--- config.mk ---
export PLATFORM = sky130hd
export DESIGN_NAME = utc_time_string_parser_flat
export DESIGN_NICKNAME = d
export VERILOG_FILES = /design/src/hdl/utsp_pkg.sv /design/src/hdl/utsp_if.sv /design/src/hdl/utsp_parse.sv /design/src/hdl/utsp_result.sv /design/src/hdl/utc_time_string_parser.sv /design/src/flat_wrapper.sv
export VERILOG_INCLUDE_DIRS = /design/src /design/src/hdl
export SDC_FILE = /design/constraint.sdc
export NUM_CORES = 1
export LEC_CHECK = 0
export BUFFER_PORTS_ARGS = -buffer_cell sky130_fd_sc_hd__buf_4
export CORE_AREA = 2 2 193 195
export CTS_CLUSTER_SIZE = 20
export DETAILED_ROUTE_END_ITERATION = 16
export DIE_AREA = 0 0 195 197
export HOLD_SLACK_MARGIN = 0.08
export SLEW_MARGIN = 40
export SYNTH_ARGS = -nofsm -noshare
export SYNTH_HDL_FRONTEND = slang
export SYNTH_HIERARCHICAL = 1
export SYNTH_SLANG_ARGS = --single-unit
--- constraint.sdc ---
create_clock -name clk -period 12 [get_ports clk]
set_clock_uncertainty 0.1 [all_clocks]
set_input_delay 3 -clock clk [delete_from_list [all_inputs] [get_ports clk]]
set_output_delay 3 -clock clk [all_outputs]
set_load 0.01 [all_outputs]
--- src/hdl/utc_time_string_parser_defines.svh ---
// assertion macros shared by the time string parser modules
// no dependencies
`ifndef UTC_TIME_STRING_PARSER_DEFINES_SVH
`define UTC_TIME_STRING_PARSER_DEFINES_SVH

// same-cycle implication, checked out of reset
`define UTSP_ASSERT_IMM(label, clk, rst_n, ante, cons, msg) \
  label: assert property (@(posedge clk) disable iff (!rst_n) (ante) |-> (cons)) \
    else $error(msg);

// next-cycle implication, checked out of reset
`define UTSP_ASSERT_NXT(label, clk, rst_n, ante, cons, msg) \
  label: assert property (@(posedge clk) disable iff (!rst_n) (ante) |=> (cons)) \
    else $error(msg);

`endif

--- src/hdl/utsp_pkg.sv ---
// types, codes and constants of the time string parser
// no dependencies
`default_nettype none

package utsp_pkg;

  // status codes
  localparam logic [2:0] ST_OK    = 3'd0;
  localparam logic [2:0] ST_TAG   = 3'd1;
  localparam logic [2:0] ST_EMPTY = 3'd2;
  localparam logic [2:0] ST_RANGE = 3'd3;
  localparam logic [2:0] ST_ZONE  = 3'd4;
  localparam logic [2:0] ST_LEN   = 3'd5;

  // byte position codes
  localparam logic [4:0] PH_START      = 5'd0;
  localparam logic [4:0] PH_YEAR4      = 5'd3;
  localparam logic [4:0] PH_MONTH1     = 5'd4;
  localparam logic [4:0] PH_MONTH2     = 5'd5;
  localparam logic [4:0] PH_DAY1       = 5'd6;
  localparam logic [4:0] PH_DAY2       = 5'd7;
  localparam logic [4:0] PH_HOUR1      = 5'd8;
  localparam logic [4:0] PH_HOUR2      = 5'd9;
  localparam logic [4:0] PH_AFTER_HOUR = 5'd10;
  localparam logic [4:0] PH_MIN2       = 5'd11;
  localparam logic [4:0] PH_ZONE       = 5'd12;
  localparam logic [4:0] PH_ZH1        = 5'd13;
  localparam logic [4:0] PH_ZH2        = 5'd14;
  localparam logic [4:0] PH_ZM1        = 5'd15;
  localparam logic [4:0] PH_ZM2        = 5'd16;
  localparam logic [4:0] PH_DONE       = 5'd17;

  // characters
  localparam logic [7:0] CHAR_0     = 8'h30;
  localparam logic [7:0] CHAR_9     = 8'h39;
  localparam logic [7:0] CHAR_Z     = 8'h5A;
  localparam logic [7:0] CHAR_PLUS  = 8'h2B;
  localparam logic [7:0] CHAR_MINUS = 8'h2D;

  // range limits
  localparam logic [13:0] YEAR_MIN  = 14'd1900;
  localparam logic [6:0]  MONTH_MAX = 7'd12;
  localparam logic [6:0]  DAY_MAX   = 7'd31;
  localparam logic [6:0]  HOUR_MAX  = 7'd23;
  localparam logic [6:0]  MIN_MAX   = 7'd59;
  localparam logic [17:0] SEC_PER_MIN  = 18'd60;
  localparam logic [17:0] SEC_PER_HOUR = 18'd3600;

  typedef struct packed {
    logic [7:0] char_byte;
    logic       first;
    logic       last;
    logic       tag_ok;
    logic       empty_req;
  } item_t;

  typedef struct packed {
    logic [4:0]  phase;
    logic [2:0]  err;
    logic [13:0] year;
    logic [6:0]  month;
    logic [6:0]  day;
    logic [6:0]  hour;
    logic [6:0]  minute;
    logic        zneg;
    logic [6:0]  zh;
    logic [6:0]  zm;
    logic        dbad;
  } state_t;

  typedef struct packed {
    logic [2:0]  status;
    logic [13:0] year;
    logic [6:0]  month;
    logic [6:0]  day;
    logic [6:0]  hour;
    logic [6:0]  minute;
    logic        zneg;
    logic [6:0]  zh;
    logic [6:0]  zm;
  } res_t;

  localparam state_t STATE_CLEAR = '0;

  // a * 10 + d, kept to 14 bits
  function automatic logic [13:0] acc10(input logic [13:0] a, input logic [3:0] d);
    acc10 = 14'(a * 14'd10 + {10'd0, d});
  endfunction

endpackage

`default_nettype wire

--- src/hdl/utsp_if.sv ---
// valid/ready channel interfaces for the time string parser
// depends on nothing
`default_nettype none

interface utsp_in_if;
  logic       valid;
  logic       ready;
  logic [7:0] char_byte;
  logic       first;
  logic       last;
  logic       tag_ok;
  logic       empty_req;

  modport source (output valid, char_byte, first, last, tag_ok, empty_req, input ready);
  modport sink (input valid, char_byte, first, last, tag_ok, empty_req, output ready);
endinterface

interface utsp_out_if;
  logic               valid;
  logic               ready;
  logic [2:0]         status;
  logic [13:0]        year;
  logic [3:0]         month;
  logic [4:0]         day;
  logic [4:0]         hour;
  logic [5:0]         minute;
  logic signed [17:0] offset_seconds;

  modport source (output valid, status, year, month, day, hour, minute, offset_seconds,
                  input ready);
  modport sink (input valid, status, year, month, day, hour, minute, offset_seconds,
                output ready);
endinterface

`default_nettype wire

--- src/hdl/utsp_parse.sv ---
// per-byte parse step: position counter, field accumulators, sticky error
// depends on utsp_pkg and utc_time_string_parser_defines.svh
`default_nettype none
`include "utc_time_string_parser_defines.svh"

module utsp_parse (
  input  wire logic           clk,
  input  wire logic           rst_n,
  input  wire logic           item_vld,
  input  wire utsp_pkg::item_t item,
  input  wire logic           out_free,
  output logic                go,
  output logic                emit,
  output utsp_pkg::res_t      res
);

  utsp_pkg::state_t st_r, st_nxt;
  utsp_pkg::state_t base, nx;
  logic             dig;
  logic [7:0]       dsub;
  logic [3:0]       d;
  logic             bad;
  logic [13:0]      acc;
  logic [2:0]       st_fin;

  function automatic utsp_pkg::state_t zone_char(input utsp_pkg::state_t s,
                                                 input logic [7:0] b);
    utsp_pkg::state_t r;
    r = s;
    if (b == utsp_pkg::CHAR_Z) begin
      r.zneg  = 1'b0;
      r.phase = utsp_pkg::PH_DONE;
    end else if (b == utsp_pkg::CHAR_PLUS) begin
      r.zneg  = 1'b0;
      r.phase = utsp_pkg::PH_ZH1;
    end else if (b == utsp_pkg::CHAR_MINUS) begin
      r.zneg  = 1'b1;
      r.phase = utsp_pkg::PH_ZH1;
    end else begin
      r.err = utsp_pkg::ST_ZONE;
    end
    return r;
  endfunction

  always_comb begin
    dig  = (item.char_byte >= utsp_pkg::CHAR_0) && (item.char_byte <= utsp_pkg::CHAR_9);
    dsub = item.char_byte - utsp_pkg::CHAR_0;
    d    = dig ? dsub[3:0] : 4'd0;
    bad  = 1'b0;
    acc  = '0;

    // new value starts from a clean state
    if (item.first) begin
      base     = utsp_pkg::STATE_CLEAR;
      base.err = item.tag_ok ? utsp_pkg::ST_OK : utsp_pkg::ST_TAG;
    end else begin
      base = st_r;
    end
    nx = base;

    if (base.err == utsp_pkg::ST_OK) begin
      if (base.phase < utsp_pkg::PH_AFTER_HOUR) begin
        if (!dig) begin
          nx.dbad = 1'b1;
        end else if (base.phase < utsp_pkg::PH_MONTH1) begin
          nx.year = utsp_pkg::acc10(base.year, d);
        end else if (base.phase < utsp_pkg::PH_DAY1) begin
          acc      = utsp_pkg::acc10({7'd0, base.month}, d);
          nx.month = acc[6:0];
        end else if (base.phase < utsp_pkg::PH_HOUR1) begin
          acc    = utsp_pkg::acc10({7'd0, base.day}, d);
          nx.day = acc[6:0];
        end else begin
          acc     = utsp_pkg::acc10({7'd0, base.hour}, d);
          nx.hour = acc[6:0];
        end
        // field complete: check digits and range
        if (base.phase == utsp_pkg::PH_YEAR4 || base.phase == utsp_pkg::PH_MONTH2 ||
            base.phase == utsp_pkg::PH_DAY2 || base.phase == utsp_pkg::PH_HOUR2) begin
          bad = nx.dbad;
          if (base.phase == utsp_pkg::PH_YEAR4)
            bad = bad || (nx.year < utsp_pkg::YEAR_MIN);
          if (base.phase == utsp_pkg::PH_MONTH2)
            bad = bad || (nx.month == 7'd0) || (nx.month > utsp_pkg::MONTH_MAX);
          if (base.phase == utsp_pkg::PH_DAY2)
            bad = bad || (nx.day == 7'd0) || (nx.day > utsp_pkg::DAY_MAX);
          if (base.phase == utsp_pkg::PH_HOUR2)
            bad = bad || (nx.hour > utsp_pkg::HOUR_MAX);
          nx.dbad = 1'b0;
        end
        if (bad) nx.err = utsp_pkg::ST_RANGE;
        else nx.phase = base.phase + 5'd1;
      end else begin
        case (base.phase)
          utsp_pkg::PH_AFTER_HOUR: begin
            if (dig) begin
              nx.minute = {3'd0, d};
              nx.phase  = utsp_pkg::PH_MIN2;
            end else begin
              nx = zone_char(base, item.char_byte);
            end
          end
          utsp_pkg::PH_MIN2: begin
            if (!dig) begin
              nx.err = utsp_pkg::ST_ZONE;
            end else begin
              acc       = utsp_pkg::acc10({7'd0, base.minute}, d);
              nx.minute = acc[6:0];
              if (acc[6:0] > utsp_pkg::MIN_MAX) nx.err = utsp_pkg::ST_RANGE;
              else nx.phase = utsp_pkg::PH_ZONE;
            end
          end
          utsp_pkg::PH_ZONE: nx = zone_char(base, item.char_byte);
          utsp_pkg::PH_ZH1: begin
            if (!dig) nx.dbad = 1'b1;
            else nx.zh = {3'd0, d};
            nx.phase = utsp_pkg::PH_ZH2;
          end
          utsp_pkg::PH_ZH2: begin
            if (!dig || base.dbad) begin
              nx.err = utsp_pkg::ST_RANGE;
            end else begin
              acc   = utsp_pkg::acc10({7'd0, base.zh}, d);
              nx.zh = acc[6:0];
              if (acc[6:0] > utsp_pkg::HOUR_MAX) nx.err = utsp_pkg::ST_RANGE;
              else nx.phase = utsp_pkg::PH_ZM1;
            end
          end
          utsp_pkg::PH_ZM1: begin
            if (!dig) begin
              nx.err = utsp_pkg::ST_LEN;
            end else begin
              nx.zm    = {3'd0, d};
              nx.phase = utsp_pkg::PH_ZM2;
            end
          end
          utsp_pkg::PH_ZM2: begin
            if (!dig) begin
              nx.err = utsp_pkg::ST_LEN;
            end else begin
              acc   = utsp_pkg::acc10({7'd0, base.zm}, d);
              nx.zm = acc[6:0];
              if (acc[6:0] > utsp_pkg::MIN_MAX) nx.err = utsp_pkg::ST_RANGE;
              else nx.phase = utsp_pkg::PH_DONE;
            end
          end
          default: nx.err = utsp_pkg::ST_LEN;
        endcase
      end
    end

    // final status of a value
    st_fin = nx.err;
    if (nx.err == utsp_pkg::ST_OK) begin
      if (nx.phase == utsp_pkg::PH_MIN2) st_fin = utsp_pkg::ST_ZONE;
      else if (nx.phase != utsp_pkg::PH_ZM1 && nx.phase != utsp_pkg::PH_DONE)
        st_fin = utsp_pkg::ST_LEN;
    end

    res.year   = nx.year;
    res.month  = nx.month;
    res.day    = nx.day;
    res.hour   = nx.hour;
    res.minute = nx.minute;
    res.zneg   = nx.zneg;
    res.zh     = nx.zh;
    res.zm     = nx.zm;
    if (item.empty_req) begin
      res.status = item.tag_ok ? utsp_pkg::ST_EMPTY : utsp_pkg::ST_TAG;
    end else begin
      res.status = st_fin;
    end

    emit   = item.empty_req || item.last;
    go     = item_vld && (!emit || out_free);
    st_nxt = emit ? utsp_pkg::STATE_CLEAR : nx;
  end

  always_ff @(posedge clk) begin
    if (!rst_n) begin
      st_r <= utsp_pkg::STATE_CLEAR;
    end else if (go) begin
      st_r <= st_nxt;
    end
  end

  `UTSP_ASSERT_NXT(a_clear_after_result, clk, rst_n, go && emit,
    st_r.phase == utsp_pkg::PH_START && st_r.err == utsp_pkg::ST_OK,
    "state not cleared after a result")
  `UTSP_ASSERT_NXT(a_hold_when_idle, clk, rst_n, !go, $stable(st_r),
    "parse state changed without an item")
  `UTSP_ASSERT_IMM(a_no_sticky_empty, clk, rst_n, 1'b1,
    st_r.err != utsp_pkg::ST_EMPTY && st_r.phase <= utsp_pkg::PH_DONE,
    "illegal parse state")

endmodule

`default_nettype wire

--- src/hdl/utsp_result.sv ---
// result register: zone offset in seconds, zeroed fields on error, out channel
// depends on utsp_pkg, utsp_if.sv and utc_time_string_parser_defines.svh
`default_nettype none
`include "utc_time_string_parser_defines.svh"

module utsp_result (
  input  wire logic          clk,
  input  wire logic          rst_n,
  input  wire logic          load,
  input  wire utsp_pkg::res_t res,
  output logic               out_free,
  utsp_out_if.source         out_ch
);

  logic               out_v_r;
  logic [2:0]         status_r, status_nxt;
  logic [13:0]        year_r, year_nxt;
  logic [3:0]         month_r, month_nxt;
  logic [4:0]         day_r, day_nxt;
  logic [4:0]         hour_r, hour_nxt;
  logic [5:0]         minute_r, minute_nxt;
  logic [17:0]        offset_r, offset_nxt;
  logic [17:0]        mag;
  logic               ok;

  always_comb begin
    ok  = (res.status == utsp_pkg::ST_OK);
    mag = 18'(18'(res.zh) * utsp_pkg::SEC_PER_HOUR) + 18'(18'(res.zm) * utsp_pkg::SEC_PER_MIN);
    status_nxt = res.status;
    year_nxt   = ok ? res.year : '0;
    month_nxt  = ok ? res.month[3:0] : '0;
    day_nxt    = ok ? res.day[4:0] : '0;
    hour_nxt   = ok ? res.hour[4:0] : '0;
    minute_nxt = ok ? res.minute[5:0] : '0;
    offset_nxt = !ok ? '0 : (res.zneg ? 18'(18'd0 - mag) : mag);
  end

  assign out_free = !out_v_r || out_ch.ready;

  always_ff @(posedge clk) begin
    if (!rst_n) begin
      out_v_r <= 1'b0;
    end else if (load) begin
      out_v_r <= 1'b1;
    end else if (out_ch.ready) begin
      out_v_r <= 1'b0;
    end
  end

  always_ff @(posedge clk) begin
    if (load) begin
      status_r <= status_nxt;
      year_r   <= year_nxt;
      month_r  <= month_nxt;
      day_r    <= day_nxt;
      hour_r   <= hour_nxt;
      minute_r <= minute_nxt;
      offset_r <= offset_nxt;
    end
  end

  assign out_ch.valid          = out_v_r;
  assign out_ch.status         = status_r;
  assign out_ch.year           = year_r;
  assign out_ch.month          = month_r;
  assign out_ch.day            = day_r;
  assign out_ch.hour           = hour_r;
  assign out_ch.minute         = minute_r;
  assign out_ch.offset_seconds = $signed(offset_r);

  `UTSP_ASSERT_IMM(a_zero_on_error, clk, rst_n, out_v_r && status_r != utsp_pkg::ST_OK,
    year_r == 14'd0 && month_r == 4'd0 && minute_r == 6'd0 && offset_r == 18'd0,
    "value fields not zero on error")
  `UTSP_ASSERT_IMM(a_range_on_ok, clk, rst_n, out_v_r && status_r == utsp_pkg::ST_OK,
    year_r >= utsp_pkg::YEAR_MIN && month_r != 4'd0 && month_r <= 4'd12 && day_r != 5'd0,
    "ok result with field out of range")
  `UTSP_ASSERT_NXT(a_load_shows, clk, rst_n, load, out_v_r,
    "loaded result not presented")

endmodule

`default_nettype wire

--- src/hdl/utc_time_string_parser.sv ---
// Time string parser, top level: input register, parse step, result register.
// Depends on utsp_pkg, utsp_if.sv, utsp_parse and utsp_result.
//
// in_ch carries one content byte per item with first/last markers, tag_ok
// (sampled with first or empty_req) and empty_req. An item with last or
// empty_req set produces exactly one item on out_ch: status, year, month,
// day, hour, minute and the signed zone offset in seconds. Other items
// produce nothing and only advance the parse state.
// An accepted item is held in the input register and parsed from there, and
// its result is captured in the result register that drives out_ch.
// Throughput: one item per cycle unless a result item waits for out_ch; the
// single parse step between the input and result registers sets that figure.
// A result waiting on out_ch does not stop items that produce no result;
// a result-producing item waits in the input register until the result
// register is free, and in_ch.ready stays low while it waits.
// Reset (synchronous, rst_n low) clears the input and result valid flags and
// the parse state; a byte without first after reset starts a new value.
`default_nettype none

module utc_time_string_parser (
  input  wire logic  clk,
  input  wire logic  rst_n,
  utsp_in_if.sink    in_ch,
  utsp_out_if.source out_ch
);

  logic            in_v_r;
  utsp_pkg::item_t item_r;
  logic            go;
  logic            emit;
  logic            out_free;
  utsp_pkg::res_t  res;

  assign in_ch.ready = !in_v_r || go;

  always_ff @(posedge clk) begin
    if (!rst_n) begin
      in_v_r <= 1'b0;
    end else if (in_ch.ready) begin
      in_v_r <= in_ch.valid;
    end
  end

  always_ff @(posedge clk) begin
    if (in_ch.ready && in_ch.valid) begin
      item_r.char_byte <= in_ch.char_byte;
      item_r.first     <= in_ch.first;
      item_r.last      <= in_ch.last;
      item_r.tag_ok    <= in_ch.tag_ok;
      item_r.empty_req <= in_ch.empty_req;
    end
  end

  utsp_parse u_parse (
    .clk      (clk),
    .rst_n    (rst_n),
    .item_vld (in_v_r),
    .item     (item_r),
    .out_free (out_free),
    .go       (go),
    .emit     (emit),
    .res      (res)
  );

  utsp_result u_result (
    .clk      (clk),
    .rst_n    (rst_n),
    .load     (go && emit),
    .res      (res),
    .out_free (out_free),
    .out_ch   (out_ch)
  );

endmodule

`default_nettype wire
--- src/flat_wrapper.sv ---
// flat-port wrapper written by rule: the top's interface ports become plain ports
module utc_time_string_parser_flat 
  (clk, rst_n, in_ch_valid, in_ch_char_byte, in_ch_first, in_ch_last, in_ch_tag_ok, in_ch_empty_req, in_ch_ready, out_ch_valid, out_ch_status, out_ch_year, out_ch_month, out_ch_day, out_ch_hour, out_ch_minute, out_ch_offset_seconds, out_ch_ready);
  utsp_in_if in_ch_i ();
  utsp_out_if out_ch_i ();
  input  wire logic clk;
  input  wire logic rst_n;
  input wire logic [$bits(in_ch_i.valid)-1:0] in_ch_valid;
  input wire logic [$bits(in_ch_i.char_byte)-1:0] in_ch_char_byte;
  input wire logic [$bits(in_ch_i.first)-1:0] in_ch_first;
  input wire logic [$bits(in_ch_i.last)-1:0] in_ch_last;
  input wire logic [$bits(in_ch_i.tag_ok)-1:0] in_ch_tag_ok;
  input wire logic [$bits(in_ch_i.empty_req)-1:0] in_ch_empty_req;
  output wire logic [$bits(in_ch_i.ready)-1:0] in_ch_ready;
  output wire logic [$bits(out_ch_i.valid)-1:0] out_ch_valid;
  output wire logic [$bits(out_ch_i.status)-1:0] out_ch_status;
  output wire logic [$bits(out_ch_i.year)-1:0] out_ch_year;
  output wire logic [$bits(out_ch_i.month)-1:0] out_ch_month;
  output wire logic [$bits(out_ch_i.day)-1:0] out_ch_day;
  output wire logic [$bits(out_ch_i.hour)-1:0] out_ch_hour;
  output wire logic [$bits(out_ch_i.minute)-1:0] out_ch_minute;
  output wire logic [$bits(out_ch_i.offset_seconds)-1:0] out_ch_offset_seconds;
  input wire logic [$bits(out_ch_i.ready)-1:0] out_ch_ready;
  assign in_ch_i.valid = in_ch_valid;
  assign in_ch_i.char_byte = in_ch_char_byte;
  assign in_ch_i.first = in_ch_first;
  assign in_ch_i.last = in_ch_last;
  assign in_ch_i.tag_ok = in_ch_tag_ok;
  assign in_ch_i.empty_req = in_ch_empty_req;
  assign in_ch_ready = in_ch_i.ready;
  assign out_ch_valid = out_ch_i.valid;
  assign out_ch_status = out_ch_i.status;
  assign out_ch_year = out_ch_i.year;
  assign out_ch_month = out_ch_i.month;
  assign out_ch_day = out_ch_i.day;
  assign out_ch_hour = out_ch_i.hour;
  assign out_ch_minute = out_ch_i.minute;
  assign out_ch_offset_seconds = out_ch_i.offset_seconds;
  assign out_ch_i.ready = out_ch_ready;
  utc_time_string_parser u_core (.clk(clk), .rst_n(rst_n), .in_ch(in_ch_i), .out_ch(out_ch_i));
endmodule
==> impl_results.md <==
* Status: complete, no violations
* Drt drc at 0
* Hold path startpoint: u_core/u_parse/st_r[52]$_SDFFE_PN0P_
* Final ANT Viol Nets at 0
* Leakage at 5.72 nW
* Reg clk slew, reported paths at 0.07 ns
* Grt total ovfl at 0
* Drt wl/cell at 17.7 µm
* Nets at between 1500 and 2000
* Vias per cell at 5.46
* Max_slew headroom at 45.2%
* Gr usage total at 18.1%
* WL final at 34600 µm
* Path type of the worst setup path: reg2reg
* Maxcap violations at 0
* Achievable clock frequency at 0.114 GHz
* Initial DRC count at 845
* Synthesized area at approximately 0.012 mm²
* Path depth of the worst reg2reg path at 27
* Initial antenna violation count at 0
* Post-CTS Setup Repair Bufs at 0
* Largest net degree at the start of global routing at 67
* Inserted Clock Buffers at 17
* Most frequent cells in the layout: ha_1 (112), inv_1 (108), nor2_1 (104), nor2b_1 (103), nand2_1 (92)
* CTS root buf: clkbuf_16
* Internal at 0.799 mW
* R2R Setup Slk at between 3 and 4 ns
* Worst R2R Start: u_core/item_r[3]$_DFFE_PP_
* Crit Reg-Reg Endpoint: u_core/u_result/out_ch.offset_seconds[17]$_SDFFCE_PP0P_
* Resized Gates After CTS at 0
* Vias in the first global route at roughly 10000
* Commonest non-fill, non-tap cell in the layout: ha_1
* RSZ-0062 raised after global routing: false
* Ant. Diodes at 0
* Final setup viols at 0
* Least-Margin Pin Slew at 0.815 ns
* PD cells at 77.8 mW/mm²
* Clock sink count at 131
* Hold Path Stages at 2
* Die area at 0.0384 mm²
* Area Growth Syn to Fin at 12.4%
* Net switching power at 0.289 mW
* VDD IR max at 0.0936 mV
* Worst Hold Endpoint: u_core/u_parse/st_r[52]$_SDFFE_PN0P_
* Power share of the sequential group at between 40% and 50%
* Core Area at approximately 0.036 mm²
* Share of cells above drive strength 1 at 11.9%
* Syn avg cell area at 8.67 µm²
* Setup Slack @ Placement at 3.04 ns
* Setup_tns at 0 ns
* DR pass1 iterations at 5
* Syn. warnings at 6
* Hold Fails Final Rpt at 0
* Setup WS post-layout at 3.25 ns
* CTS tree: yes
* Req. time, crit path at between 10 and 15 ns
* I/O Pins at 73
* CP Data Arrival Time at 8.84 ns
* CTS H-Tree Depth at 4
* Die width at 195 µm
* HPWL after DPL at 25200 µm
* Die height at 197 µm
* CTS Hold Bufs at 0
* First-pass GRT wire length at 55500 µm
* Initial core utilization at 34.3%
* Worst hold path type: reg2reg
* CP Launch Type: flip-flop
* Min Tclk post-route at 8.75 ns
* Insertion delay to the later sink of the worst-skew pair at 0.45 ns
* Vias at 10700
* Num rows at 70
* Logic pwr share at 7.6%
* RD Place Congestion at 0.934
* Fin crit share at 72.9%
* Mapped Cells at 1435
* Crit path max fanout at 24
* Sw frac at 26.6%
* I/O Buffers at 70
* Clock power frac at 47.5%
* Maximum clock path buffer count at 2
* Worst Setup End Kind: flip-flop
* Final Slew Violations at 0
## power by group through the flow
stage | logic (mW) | clock network [mW] | registers, mW
after detailed placement | 0.0826 | 0 | 0.498
after floorplan | 0.0441 | 0 | 0.499
after global routing | 0.0893 | 0.553 | 0.490
after global placement | 0.0820 | 0 | 0.498
final | 0.0826 | 0.518 | 0.488
after CTS | 0.0831 | 0.535 | 0.489
## registers in the layout, summed over array words and instances (netlist names), 3 cells and up
name,count
u_core/u_result/out_ch.hour,5
u_core/u_result/out_ch.month,4
u_core/u_parse/st_r,64
u_core/u_result/out_ch.minute,6
u_core/u_result/out_ch.status,3
u_core/u_result/out_ch.day,5
u_core/u_result/out_ch.year,14
u_core/item_r,12
u_core/u_result/out_ch.offset_seconds,16
## routing by layer
| metal | vias up | GRT usage [%] | share of wire [%] |
|---|---|---|---|
| met5 | - | 0 | 0 |
| met4 | 0 | 5.57 | 2.0 |
| met3 | 51 | 2.99 | 4.3 |
| met2 | 265 | 28.9 | 45 |
| met1 | 5166 | 25.1 | 48 |
| li1 | 5173 | - | - |
## layout make-up
| cell class | instances | area (µm²) |
|---|---|---|
| inverters | 109 | 409 |
| fillers | 3699 | 22300 |
| clock inverters | 11 | 91.3 |
| clock buffers | 21 | 482 |
| flip-flops and latches | 131 | 3270 |
| well taps | 468 | 586 |
| repair buffers | 88 | 658 |
| multi-input cells | 1123 | 8490 |
## worst max-delay path by stage
stage / start / end / slack [ns] / cells past startpoint
5_1_grt: u_core/item_r[3]$_DFFE_PP_ / u_core/u_result/out_ch.offset_seconds[17]$_SDFFCE_PP0P_ / 2.52 / 28
4_1_cts: u_core/item_r[3]$_DFFE_PP_ / u_core/u_result/out_ch.offset_seconds[17]$_SDFFCE_PP0P_ / 3.03 / 30
6_report: u_core/item_r[3]$_DFFE_PP_ / u_core/u_result/out_ch.offset_seconds[17]$_SDFFCE_PP0P_ / 3.25 / 27
2_1_floorplan: u_core/item_r[3]$_DFFE_PP_ / u_core/u_result/out_ch.offset_seconds[17]$_SDFFCE_PP0P_ / 4.03 / 34
3_5_place_dp: u_core/item_r[3]$_DFFE_PP_ / u_core/u_result/out_ch.offset_seconds[17]$_SDFFCE_PP0P_ / 3.04 / 30
3_3_place_gp: u_core/item_r[3]$_DFFE_PP_ / u_core/u_result/out_ch.offset_seconds[17]$_SDFFCE_PP0P_ / 3.21 / 30
## stage by stage
stage | instance area, µm² | total power [mW] | instances | hold WS (ns) | utilization (%)
after global routing | 14000 | 1.13 | 1951 | 0.454 | 38.6
after global placement | 13400 | 0.580 | 1918 | 0.411 | 36.9
final | 14000 | 1.09 | 1951 | 0.434 | 38.6
after CTS | 14000 | 1.11 | 1950 | 0.432 | 38.5
after detailed placement | 13400 | 0.581 | 1918 | 0.413 | 37.0
after floorplan | 12400 | 0.543 | 1436 | 0.392 | -
## worst max-delay path, stage by stage, from the launching register on
cell	delay, ns
edfxtp_1	0.84
buf_4	0.44
buf_4	0.33
nor2_1	0.10
nor2b_1	0.48
nand2_1	0.52
nor3_2	0.57
mux2_2	0.46
fa_1	0.58
inv_1	0.06
fa_1	0.47
inv_1	0.06
fa_1	0.40
a21o_1	0.17
a21oi_1	0.22
o21bai_1	0.09
a21oi_1	0.22
o21bai_1	0.08
a21oi_1	0.17
xnor2_1	0.09
ha_1	0.39
nand2_1	0.07
a21oi_1	0.16
a221oi_2	0.12
or3_1	0.42
o31a_1	0.31
o31ai_2	0.19
mux2_1	0.34
Power figures use the tool's default switching activity.
